==> src/rtl/spi_pkg.sv <==
`timescale 1ns / 1ps

package spi_pkg;

  localparam int COORD_WIDTH = 32;
  localparam int FRAC_BITS   = 16;

  typedef enum logic [1:0] {
    HIT_NONE  = 2'd0,
    HIT_START = 2'd1,
    HIT_END   = 2'd2,
    HIT_CROSS = 2'd3
  } hit_kind_e;

  typedef enum logic [1:0] {
    REG_NORMAL_X = 2'd0,
    REG_NORMAL_Y = 2'd1,
    REG_NORMAL_Z = 2'd2,
    REG_OFFSET   = 2'd3
  } cfg_reg_e;

  // Width of a signed plane distance: three full products or the shifted
  // offset, whichever is wider, plus headroom for the sum.
  function automatic int dist_width(input int cw, input int fb);
    int w;
    w = (2 * cw > cw + fb) ? 2 * cw : cw + fb;
    return w + 2;
  endfunction

endpackage

==> src/rtl/spi_div_step.sv <==
`timescale 1ns / 1ps

module spi_div_step #(
  parameter int CW  = spi_pkg::COORD_WIDTH,
  parameter int RW  = 2 * spi_pkg::COORD_WIDTH,
  parameter int BIT = 0
) (
  input  logic                 clk_i,
  input  logic                 rst_ni,
  input  logic                 valid_i,
  output logic                 ready_o,
  input  spi_pkg::hit_kind_e   kind_i,
  input  logic signed [CW-1:0] point_i [3],
  input  logic [RW-1:0]        den_i,
  input  logic [RW-1:0]        rem_i [3],
  input  logic [CW-1:0]        quo_i [3],
  input  logic                 neg_i [3],
  output logic                 valid_o,
  input  logic                 ready_i,
  output spi_pkg::hit_kind_e   kind_o,
  output logic signed [CW-1:0] point_o [3],
  output logic [RW-1:0]        den_o,
  output logic [RW-1:0]        rem_o [3],
  output logic [CW-1:0]        quo_o [3],
  output logic                 neg_o [3]
);

  logic                 valid_q, en;
  spi_pkg::hit_kind_e   kind_q;
  logic signed [CW-1:0] point_q [3];
  logic [RW-1:0]        den_q, trial;
  logic [RW-1:0]        rem_q [3];
  logic [CW-1:0]        quo_q [3];
  logic                 neg_q [3];

  assign en      = !valid_q || ready_i;
  assign ready_o = en;
  assign trial   = den_i << BIT;

  always_ff @(posedge clk_i or negedge rst_ni) begin
    if (!rst_ni) begin
      valid_q <= 1'b0;
    end else if (en) begin
      valid_q <= valid_i;
    end
  end

  // One restoring step: quotient bit BIT of each axis.
  always_ff @(posedge clk_i) begin
    if (en) begin
      kind_q  <= kind_i;
      point_q <= point_i;
      den_q   <= den_i;
      neg_q   <= neg_i;
      for (int i = 0; i < 3; i++) begin
        if (rem_i[i] >= trial) begin
          rem_q[i] <= rem_i[i] - trial;
          quo_q[i] <= quo_i[i] | (CW'(1) << BIT);
        end else begin
          rem_q[i] <= rem_i[i];
          quo_q[i] <= quo_i[i];
        end
      end
    end
  end

  assign valid_o = valid_q;
  assign kind_o  = kind_q;
  assign point_o = point_q;
  assign den_o   = den_q;
  assign rem_o   = rem_q;
  assign quo_o   = quo_q;
  assign neg_o   = neg_q;

endmodule

==> config.mk <==
export PLATFORM = sky130hd
export DESIGN_NAME = spi_div_step
export DESIGN_NICKNAME = d
export VERILOG_FILES = /design/src/rtl/spi_pkg.sv /design/src/rtl/spi_div_step.sv
export SDC_FILE = /design/constraint.sdc
export NUM_CORES = 1
export LEC_CHECK = 0
export BUFFER_PORTS_ARGS = -buffer_cell sky130_fd_sc_hd__buf_2
export CORE_AREA = 2 2 360 362
export CTS_CLUSTER_SIZE = 8
export DETAILED_ROUTE_END_ITERATION = 12
export DIE_AREA = 0 0 362 364
export GPL_ROUTABILITY_DRIVEN = 0
export SLEW_MARGIN = 20
export SYNTH_ARGS = -nofsm -noshare
export SYNTH_HDL_FRONTEND = slang
export SYNTH_SLANG_ARGS = --single-unit
==> constraint.sdc <==
create_clock -name clk_i -period 22.3 [get_ports clk_i]
set_input_delay 4.46 -clock clk_i [delete_from_list [all_inputs] [get_ports clk_i]]
set_output_delay 4.46 -clock clk_i [all_outputs]
set_load 0.05 [all_outputs]
==> impl_metrics.json <==
{
  "die_x_um": 362,
  "startpoint_type": "input pin",
  "track_usage_pct": 18.0,
  "first_pass_iters": 5,
  "hold_class": "flop to flop",
  "clk_latency_ns": 0.66,
  "grt_first_pass_wirelength_um": 171000,
  "synth_edf_count": 453,
  "antenna_found_initial": 43,
  "avgSynthCellArea_um2": 10.1,
  "io_pins": 912,
  "critPathKind": "input pin to output pin",
  "final_nets": 4282,
  "reg2reg_from": "valid_o",
  "area_growth_pct": 30.1,
  "dp.cells": 5234,
  "crit_path_start": "ready_i",
  "drtIter0Drc": 2069,
  "ys_types": 75,
  "synth.yosys.seq_area_share_pct": 49.1,
  "ys.flop_type": "edfxtp_1",
  "die-area_um2": 132000,
  "syn_inst": 2758,
  "grt_overflow": 0,
  "drc_errors": 0,
  "yosys-top-cells-area": "edfxtp_1, ha_1, a21oi_1",
  "p_per_area_nw_per_um2": 85.7,
  "fmax_ghz": 0.0998,
  "critPathMaxFanout": 50,
  "power.leakage_nw": 15.5,
  "synth_top_cell_by_area": "edfxtp_1",
  "worst_slew_pin_slew_ns": 1.01,
  "critPathCapture": "ready_o",
  "dpl.hpwl_um": 103000,
  "ys_warn_count": 0,
  "wirelength_um": 125000,
  "finalCritPeriodShare_pct": 44.9,
  "cp.required_ns": 17.84,
  "clockRootBuffer": "clkbuf_16",
  "syn_nets": 3410,
  "relSlewSlack_pct": 32.6,
  "port_buffers": 911,
  "peakVddDrop_mv": 0.0488,
  "setup_viol": 0,
  "fin_cells": 5351,
  "utilization_pct": 28.1,
  "place_ws_ns": 12.27,
  "grt_max_degree": 88,
  "synthArstFlopShare_pct": 0.220,
  "cts_resized": 0,
  "via_count": 25900,
  "cts-htree-levels": 3,
  "final_layout_size_suffix_gt1_share_pct": 28.4,
  "antenna_left": 0,
  "via_per_inst": 4.84,
  "final_cell_mix": "buf_2, edfxtp_1, a21oi_1",
  "start_util_pct": 21.6,
  "rsz0062_at_grt": "no",
  "final.min_clock_period_ns": 10.02,
  "rows": 132,
  "synth_top_area_share_pct": 49.0,
  "cts_buffers": 69,
  "worstRegToRegCells": 4,
  "wl_per_cell_um": 23.3,
  "arrival_ns": 5.56,
  "r2r-end": "rem_o[189]",
  "setup_slack_ns": 12.28,
  "slew_violations": 0,
  "syn-cell-area_um2": 27800,
  "tns_ns": 0,
  "die_h_um": 364,
  "cts_sinks": 454,
  "path_clk_slew_ns": 0.05,
  "cts_tree": "built",
  "outcome": "finished, final reports clean",
  "grt_pass1_vias": 24600,
  "cts_max_path_buffers": 3,
  "crit_path_end_kind": "output pin",
  "maxCapViolCount": 0,
  "fp.coreArea_um2": 128000,
  "fin_worst_skew_ns": 0.0353,
  "ff2ff_setup_slack_ns": 18.89,
  "synth_seq_cells": 454,
  "layout_commonest_cell": "buf_2",
  "fill_cells": 13600,
  "hold_slack_ns": 1.12,
  "final-hold-violation-count": 0,
  "cts_hold_repair.buffers": 0,
  "post_cts_buffers": 0
}
-- worst min-delay path by stage --
stage                        from      end  slack [ns]  cells after the start
after floorplan            rst_ni  valid_o        4.16                      0
after global placement    valid_o  valid_o        1.09                      2
after detailed placement  valid_o  valid_o        1.11                      2
after CTS                 valid_o  valid_o        1.13                      2
after global routing      valid_o  valid_o        1.19                      2
final                     valid_o  valid_o        1.12                      2
-- state kept, by name, indices dropped and copies added, names as in the netlist --
name and cells:
den_o 64, kind_o 2, neg_o 3, point_o 96, quo_o 96, rem_o 192, valid_o 1
-- critical path, cell delays in order --
cell and delay [ns]:
buf_2 0.08, nand2b_4 0.61, buf_2 0.40
-- cell type report --
| cell class | count | area (µm²) | share of cell area [%] |
|---|---|---|---|
| timing repair buffer | 927 | 4680 | 13.0 |
| clock buffer | 84 | 1780 | 4.94 |
| clock inverter | 14 | 236 | 0.655 |
| tap | 1675 | 2100 | 5.81 |
| antenna | 19 | 47.5 | 0.132 |
| multi-input combinational | 2047 | 13100 | 36.4 |
| sequential | 454 | 13600 | 37.7 |
| inverter | 131 | 492 | 1.36 |
-- per-stage QoR --
step | total power [mW] | instance area (µm²)
3_3_place_gp | 2.10 | 34000
6_report | 3.09 | 36100
2_1_floorplan | 1.82 | 27800
5_1_grt | 3.23 | 36100
3_5_place_dp | 2.10 | 34000
4_1_cts | 3.14 | 36100
-- where the power goes --
part | switching [mW] | leakage (nW) | internal (mW)
Sequential | 0.0313 | 4.55 | 1.06
Clock | 0.413 | 0.974 | 0.589
Combinational | 0.739 | 9.95 | 0.263
Total | 1.18 | 15.5 | 1.91
-- synthesized netlist by cell type (45+ instances only) --
cell type	count
inv_1	131
edfxtp_1	453
a21oi_1	354
o21bai_1	48
nand3_1	45
nand4_1	59
clkbuf_1	92
o21ai_0	161
xnor2_1	91
ha_1	192
xor2_1	67
nand2_1	225
nor3_1	47
a21o_1	105
nor2_1	276
-- cell families after synthesis --
kind of cell               after synthesis  synth area share (%)
muxes                                    8                 0.293
AOI/OAI and AO/OA                      893                  19.9
adders and majority gates              195                  8.87
and+or+nand+nor                        793                  13.2
DFF                                    454                  49.1
xor gates and xnor gates               158                  4.99
buffers and inverters                  257                  3.69
-- metal layers --
layer | GRT usage, % | wire length (µm) | vias up
met5 | 0 | 192 | -
met1 | 21.4 | 49800 | 12400
met2 | 30.2 | 60000 | 1162
li1 | - | - | 12000
met3 | 4.03 | 8850 | 260
met4 | 9.53 | 5970 | 30
Note: power is estimated with default switching activity, not from simulation.
